==> config.mk <==
export PLATFORM = sky130hd
export DESIGN_NAME = mws2d_window
export DESIGN_NICKNAME = d
export VERILOG_FILES = /design/src/rtl/core/max_window_sum_2d_core_macros.svh /design/src/rtl/core/mws2d_pkg.sv /design/src/rtl/core/mws2d_window.sv
export SDC_FILE = /design/constraint.sdc
export NUM_CORES = 1
export LEC_CHECK = 0
export ABC_CLOCK_PERIOD_IN_PS = 3350
export BUFFER_PORTS_ARGS = -buffer_cell sky130_fd_sc_hd__buf_2
export CAP_MARGIN = 20
export CORE_MARGIN = 1.5
export CORE_UTILIZATION = 50
export CTS_CLUSTER_DIAMETER = 60
export DETAILED_ROUTE_END_ITERATION = 6
export GPL_ROUTABILITY_DRIVEN = 0
export GPL_TIMING_DRIVEN = 0
export PLACE_DENSITY = 0.7
export SLEW_MARGIN = 20
export SYNTH_ARGS = -nofsm -noshare
export SYNTH_HDL_FRONTEND = slang
export SYNTH_SLANG_ARGS = --single-unit
==> constraint.sdc <==
create_clock -name clk -period 3.35 [get_ports clk]
set_input_delay 0.1675 -clock clk [delete_from_list [all_inputs] [get_ports clk]]
set_output_delay 0.1675 -clock clk [all_outputs]
set_load 0.01 [all_outputs]
==> src/rtl/core/max_window_sum_2d_core_macros.svh <==
// Assertion macros for the max window sum core.
// Included by the top level; needs nothing else.
`ifndef MAX_WINDOW_SUM_2D_CORE_MACROS_SVH
`define MAX_WINDOW_SUM_2D_CORE_MACROS_SVH

// Implication checked in the same cycle.
`define MWS2D_ASSERT_NOW(label, clk, rst_n, ante, cons, msg) \
  label: assert property (@(posedge clk) disable iff (!rst_n) (ante) |-> (cons)) \
    else $error(msg);

// Implication checked in the next cycle.
`define MWS2D_ASSERT_NEXT(label, clk, rst_n, ante, cons, msg) \
  label: assert property (@(posedge clk) disable iff (!rst_n) (ante) |=> (cons)) \
    else $error(msg);

`endif

==> src/rtl/core/mws2d_pkg.sv <==
// Shared constants, types and codes of the max window sum core.
// Depends on nothing; imported by all but mws2d_ram and macros.
`timescale 1ns / 1ps

package mws2d_pkg;

  localparam int GRID_MAX   = 64;
  localparam int WIN_MAX    = 16;
  localparam int CELL_W     = 16;
  localparam int COL_W      = 20;
  localparam int SUM_W      = 24;
  localparam int GRID_W     = 7;
  localparam int WIN_W      = 5;
  localparam int IDX_W      = $clog2(GRID_MAX);
  localparam int ROWMOD_W   = $clog2(WIN_MAX);
  localparam int HIST_DEPTH = WIN_MAX * GRID_MAX;
  localparam int CFG_IDX_W  = 2;
  localparam int CFG_DATA_W = 7;
  localparam int RESQ_DEPTH = 8;
  localparam int RESQ_AW    = $clog2(RESQ_DEPTH);
  localparam int RESQ_CNT_W = $clog2(RESQ_DEPTH + 1);

  typedef enum logic [CFG_IDX_W-1:0] {
    CFG_GRID_SIZE   = 2'd0,
    CFG_WINDOW_SIZE = 2'd1
  } cfg_idx_t;

  typedef enum logic [1:0] {
    COL_FIRST,
    COL_FILL,
    COL_SLIDE
  } col_mode_t;

  typedef struct packed {
    logic [CELL_W-1:0]             cell_val;
    logic [IDX_W-1:0]              col;
    logic [ROWMOD_W+IDX_W-1:0]     slot;
    col_mode_t                     mode;
    logic                          col0;
    logic                          ge_w;
    logic                          qual;
    logic                          last;
  } col_beat_t;

  typedef struct packed {
    logic [COL_W-1:0] col_sum;
    logic [COL_W-1:0] tap;
    logic             col0;
    logic             ge_w;
    logic             qual;
    logic             last;
  } win_beat_t;

endpackage

==> src/rtl/core/mws2d_window.sv <==
// Horizontal running block sum, best tracking and result queue.
// Depends on mws2d_pkg.
`timescale 1ns / 1ps

module mws2d_window (
  input  logic                              clk,
  input  logic                              rst_n,
  input  logic                              restart,
  input  logic                              win_valid,
  input  mws2d_pkg::win_beat_t              win,
  input  logic                              pop,
  output logic                              res_valid,
  output logic [mws2d_pkg::SUM_W-1:0]       res_data,
  output logic [mws2d_pkg::RESQ_CNT_W-1:0]  q_cnt
);
  import mws2d_pkg::*;

  logic [SUM_W-1:0]      rw_r, rw_nxt;
  logic                  s3_valid_r, s3_qual_r, s3_last_r;
  logic [SUM_W-1:0]      best_r, best_pick;
  logic [SUM_W-1:0]      q_r [RESQ_DEPTH];
  logic [RESQ_AW-1:0]    wr_ptr_r, rd_ptr_r;
  logic [RESQ_CNT_W-1:0] q_cnt_r;
  logic                  push;

  always_comb begin
    rw_nxt = (win.col0 ? '0 : rw_r) + SUM_W'(win.col_sum) -
             (win.ge_w ? SUM_W'(win.tap) : '0);
  end

  always_ff @(posedge clk) begin
    if (!rst_n) begin
      s3_valid_r <= 1'b0;
    end else begin
      s3_valid_r <= win_valid;
    end
    if (win_valid) begin
      rw_r      <= rw_nxt;
      s3_qual_r <= win.qual;
      s3_last_r <= win.last;
    end
  end

  assign best_pick = (s3_qual_r && (rw_r > best_r)) ? rw_r : best_r;
  assign push      = s3_valid_r && s3_last_r;

  always_ff @(posedge clk) begin
    if (!rst_n || restart) begin
      best_r <= '0;
    end else if (s3_valid_r) begin
      best_r <= s3_last_r ? '0 : best_pick;
    end
  end

  always_ff @(posedge clk) begin
    if (!rst_n) begin
      wr_ptr_r <= '0;
      rd_ptr_r <= '0;
      q_cnt_r  <= '0;
    end else begin
      if (push) begin
        wr_ptr_r <= wr_ptr_r + RESQ_AW'(1);
      end
      if (pop) begin
        rd_ptr_r <= rd_ptr_r + RESQ_AW'(1);
      end
      case ({push, pop})
        2'b10:   q_cnt_r <= q_cnt_r + RESQ_CNT_W'(1);
        2'b01:   q_cnt_r <= q_cnt_r - RESQ_CNT_W'(1);
        default: q_cnt_r <= q_cnt_r;
      endcase
    end
    if (push) begin
      q_r[wr_ptr_r] <= best_pick;
    end
  end

  assign res_valid = (q_cnt_r != '0);
  assign res_data  = q_r[rd_ptr_r];
  assign q_cnt     = q_cnt_r;

endmodule

Word level (Yosys, flattened, before mapping) --
Memories as Yosys holds them, arrays and structs flattened. A register that Yosys moved wholly into a read port is not among the register bits. Cells that the tools add are included. W data, S select, Z words.
Word-level totals: register bits 61, memories 1, output and inout port bits 29, memory bits (writable) 192, word-level logic and storage cells 33, input bits 49
Operators by class: eq/ne operators 2, add/subtract/negate cells 6, order comparisons 1, mux-type cells 9, reductions and logical operators 6
Memory list:
- q_r | depth 8, width 24, read ports 1, clocked after Yosys merged registers in 1, wr ports 1, line mws2d_window.sv:21 | logic [SUM_W-1:0] q_r [RESQ_DEPTH];
Operators with widths (count):
- $mux W24 | 3
- $add A24 B20 Y24 | 1
- $gt A24 B24 Y1 | 1
- $sub A24 B20 Y24 | 1
- $mux W20 | 1
- $pmux W4 S2 | 1
- $add A3 B1 Y3 const B | 2
- $mux W3 | 2
- $add A4 B1 Y4 const B | 1
- $reduce_bool A4 Y1 | 1
- $sub A4 B1 Y4 const B | 1
- $eq A2 B1 Y1 const B | 1
- $eq A2 B2 Y1 const B | 1
- $logic_and A1 B1 Y1 | 2
- $mux W1 | 2
- $reduce_bool A2 Y1 | 1
- $logic_not A1 Y1 | 1
- $logic_or A1 B1 Y1 | 1

Longest topological paths before layout --
word-level depth 4, gate-level depth with buffers 13, depth with buffers taken out 12

Worst setup path after synthesis --
Ideal clock, no wire load.
kind flip-flop to flip-flop, start point register s3_last_r, end point memory q_r[0][0], enable pin, setup time 0.466 ns, data required time 2.884 ns, clock period less this slack 3.634 ns, setup slack -0.284 ns, buffers on the path 1, data arrival time 3.168 ns, cell stages (with the launch flop) 4, path through edfxtp_1 > clkbuf_1 > nand2_1 > nor4_1
On the way: word-level cells in the longest chain between the ends 3
Ends and longest elaborated chain:
- from (decl) | line mws2d_window.sv:19 | logic s3_valid_r, s3_qual_r, s3_last_r;
- from (signal assigned) | line mws2d_window.sv:40 | s3_last_r <= win.last;
- $logic_and A1 B1 Y1 | line mws2d_window.sv:45 | assign push = s3_valid_r && s3_last_r;
- $mux W1 | line mws2d_window.sv:73 | if (push) begin
- $mux W1 (not written as such) | line mws2d_window.sv:74 | q_r[wr_ptr_r] <= best_pick;
- to (decl) | line mws2d_window.sv:21
No other way between the ends.

Final worst setup path --
start point register rw_r[23], end point memory q_r[1][16] (data pin)
On the way: word-level cells in the longest chain between the ends 3
Ends and longest elaborated chain:
- from (decl) | line mws2d_window.sv:18 | logic [SUM_W-1:0] rw_r, rw_nxt;
- from (signal assigned) | line mws2d_window.sv:38 | rw_r <= rw_nxt;
- $gt A24 B24 Y1 | line mws2d_window.sv:44 | assign best_pick = (s3_qual_r && (rw_r > best_r)) ? rw_r : best_r;
- $logic_and A1 B1 Y1 | line mws2d_window.sv:44
- $mux W24 | line mws2d_window.sv:44
- named net best_pick[16] | line mws2d_window.sv:20 | logic [SUM_W-1:0] best_r, best_pick;
The timed path passes the listed nets, and every way through them passes these cells.

==> results by stage <==
Placed design:
- The placed wire-length estimate after detailed placement is 19000 µm.
- The worst setup slack before clock tree synthesis is -0.398 ns.
- The count of input and output buffers is 76.

Detailed routing:
- The first detailed-routing pass took 5 iterations.
- The number of violations reported at the end of detailed-routing iteration 0 is 400.
- The detail-routed net length per standard cell is 19.6 µm.
- The number of remaining DRC errors is 0.
- The count of nets left with antenna violations once routing finished came out at 0.
- The detail-routed via count per cell is 5.67.
- The wire length reported by the detailed router is 27100 µm.
- The detailed router placed 7830 vias in this run.

Critical path:
- In this run the critical register-to-register path is captured at q_r[1][16]$_DFFE_PP_.
- In this run the worst path has a maximum fanout of 10.
- The kind of capture point of the worst setup path is a flip-flop.
- The startpoint identified for the worst register-to-register timing path is rw_r[23]$_DFFE_PP_.
- STA classifies the critical path startpoint as a flip-flop.
- The required time of the critical path is 3.58 ns.
- For the worst flop-to-flop path, the logic depth is 8.
- STA puts the critical path data arrival time at 3.43 ns.
- Across all register-to-register paths, the minimum setup slack is 0.15 ns.
- The critical path is of the reg -> reg type.

Timing:
- The hold violation total from the final report came to 0.
- Clock skew on the completed layout was measured at 0.0117 ns.
- The clock period minus final worst setup slack is 3.20 ns.
- The relative slew slack is 35.1%.
- Setup violations remaining at the end of the flow were counted as 0.
- The maximum clock frequency is 313 MHz.
- For the pin with the worst max-slew slack, the measured transition is 0.974 ns.
- The final worst-path cycle share is 95.4%.
- The number of slew-limit violations in the final report came to 0.
- On the final layout, the worst hold slack is 0.0692 ns.
- Setup repair after global routing could not meet its margin everywhere.
- The smallest setup slack after layout is 0.153 ns.

Global routing:
- The largest net degree at the start of global routing is 28.
- The via count of the first global-routing pass is 8019.
- Across every metal layer, demand over resource in global routing totals 21.1%.
- The number of antenna violations at the first check in global routing came to 0.
- The first global-routing pass estimated 43300 µm of wire.
- The remaining global-route overflow is 0.

Die:
- The core region is 25200 µm².
- The total die area is 26700 µm².
- The number of top-level pins is 78.
- The initial core utilization is 51.0%.
- The horizontal die dimension is 163 µm.
- The initialized floorplan defines 58 standard-cell rows.
- The chip height is 163 µm.

Final layout:
- Leaving out fill and tap cells, the most frequent cell in the layout is edfxtp_1.
- The net count of the finished layout is 1153.
- The number of antenna diodes in the final layout is 0.
- The relative area change from synthesis to final layout is 16.4%.
- The post-route netlist has 26.5% of its cells at a drive strength greater than 1.
- At the end of the flow the core is filled with cells to 59.4%.
- The top cell types in the final layout, fill and taps aside, are 218 x edfxtp_1, 92 x inv_1, 80 x buf_2.

Yosys:
- The multiplexer share of the synthesized area is 12.7%.
- The mean area per synthesized cell is 14.2 µm².
- For this run, the number of Yosys warnings is 0.
- Of the total synthesized cell area, the portion taken by AND, OR, NAND and NOR gates is 7.75%.
- The synthesized design contains 218 enable-type register cells.
- The share of the synthesized netlist area taken by xor and xnor gates is 1.84%.
- Of the total synthesized cell area, the portion taken by full adders, half adders and majority gates is 8.43%.
- The synthesized netlist contains 50 unique library cells.
- edfxtp_1 takes more of the synthesized area than any other cell.
- The area share of the largest cell type after synthesis is 50.9%.
- The net count after synthesis is 1026.
- After synthesis the netlist holds a flip-flop and latch count of 256.
- Synthesis produced 903 cells.
- Ranked by total cell area, the synthesized netlist is headed by edfxtp_1 51%, mux4_2 8.4%, dfxtp_1 5.9%.
- The main combinational cell family by area after synthesis is multiplexers.
- Summing the sequential cell areas from Yosys gives 56.9% of the chip area.
- In the synthesized netlist the dominant register cell turns out to be edfxtp_1.
- The compound-gate portion of the synthesized area is 8.28%.
- The area of the mapped netlist is 12900 µm².
- For this run, asynchronously set or reset flops after synthesis account for 0%.

CTS:
- The clock latency reported for the late side of the worst-skew pair is 0.52 ns.
- The clock net in this run drives a total of 256 sinks.
- CTS built an H-tree with a depth of 1.
- After clock tree synthesis, the clock-pin slew on the worst setup and hold paths is 0.06 ns.
- The clock tree from TritonCTS is yes.
- The maximum count of clock buffers along a single path is 3.
- The root buffer cell is clkbuf_16.
- The number of CTS-inserted buffers is 27.

Run:
- The tool flagged a number of max-cap violations equal to 0.

Power:
- The post-layout total power is 0.0104 W.
- The analysis attributes to cell leakage a power of 5.58 nW.
- The areal power density over the cells is 696 nW/µm².
- The worst-case IR drop observed on VDD is 417 µV.

Hold path:
- In this run the most critical hold path is launched from pop.
- The type of the worst min-delay path is in -> reg.
- The path with the worst hold slack has its endpoint at rd_ptr_r[0]$_SDFFE_PN0P_.
- The cell depth of the worst min-delay path is 3.

Outcome:
- The flow ran to the end, and the final reports show no timing, DRC or antenna violations.
[area by class of cell]
type / instances / area [µm²]
buffer: 43 / 190
multi-input combinational: 512 / 5120
tap: 330 / 413
inverter: 92 / 345
timing repair buffer: 98 / 639
clock inverter: 16 / 226
sequential: 256 / 7310
clock buffer: 33 / 718
fill: 1938 / 10200
[logic make-up (layout without fill, tap and decap cells)]
group / Yosys count / in the layout
buffers and inverters: 135 / 282
AND/OR/NAND/NOR: 179 / 179
flip-flops: 256 / 256
XOR/XNOR: 27 / 27
adder cells (fa/ha/maj): 74 / 74
multiplexers: 97 / 97
AO/OA/AOI/OAI: 135 / 135
[layer usage]
layer / part of all wire [%] / GRT usage [%] / wire length [µm]
met1: 43 / 28.7 / 11600
met2: 50 / 36.6 / 13600
met3: 5.2 / 2.39 / 1410
met4: 1.9 / 4.63 / 517
met5: 0 / 0 / 0
[critical path, stage by stage, from the launching register on]
cell	delay, ns
edfxtp_1	0.50
ha_1	0.39
nand4_1	0.23
or3_1	0.40
o21ai_1	0.15
a211o_1	0.27
and3_4	0.23
buf_2	0.28
mux2_2	0.47
[what timing repair did]
item | CTS | global route
endpoints found under the setup margin | 11 | 17
hold buffers | 4 | 0
endpoints found under the hold margin | 5 | 0
resized for setup | 5 | 10
setup buffers | 0 | 2
[flip-flops by register name, summed over array words and instances (netlist names), named ones only]
register,cells
best_r,24
q_cnt,4
q_r,192
rd_ptr_r,3
rw_r,24
s3_last_r,1
s3_qual_r,1
s3_valid_r,1
wr_ptr_r,3
[power breakdown]
part / internal [W] / switching, W
clock: 0.00192 / 0.00123
sequential: 0.00403 / 0.000218
combinational: 0.00127 / 0.00175
total: 0.00722 / 0.00319
[synthesized netlist by cell type (all sizes together) (13+ instances only)]
cell type	instances
inv	92
a21o	16
buf	13
ha	53
dfxtp	38
clkbuf	30
nor3	31
nor2	18
mux2	47
a31oi	26
xnor2	20
o21ai	20
edfxtp	218
nand2	18
a21oi	23
and3	26
o41ai	24
nand2b	26
mux4	48
and2	30
fa	21
[through the flow]
stage / cell area [µm²] / setup TNS (ns) / std cells
after CTS: 14900 / 0 / 1378
after global routing: 15000 / -0.0202 / 1380
after floorplan: 12900 / 0 / 903
after global placement: 13700 / -191.58 / 1309
final: 15000 / 0 / 1380
after detailed placement: 13900 / -1.49 / 1325
[worst max path at each step]
stage,start,end,slack (ns),cells after the start
2_1_floorplan,s3_last_r$_DFFE_PP_,q_r[4][0]$_DFFE_PP_,0.34,3
3_3_place_gp,s3_last_r$_DFFE_PP_,q_r[4][9]$_DFFE_PP_,-1.56,3
3_5_place_dp,win[3],rw_r[20]$_DFFE_PP_,-0.40,13
4_1_cts,rw_r[6]$_DFFE_PP_,rw_r[21]$_DFFE_PP_,0.04,10
5_1_grt,rw_r[9]$_DFFE_PP_,rw_r[21]$_DFFE_PP_,-0.02,12
6_report,rw_r[23]$_DFFE_PP_,q_r[1][16]$_DFFE_PP_,0.15,8
Note: power is estimated with default switching activity, not from simulation.
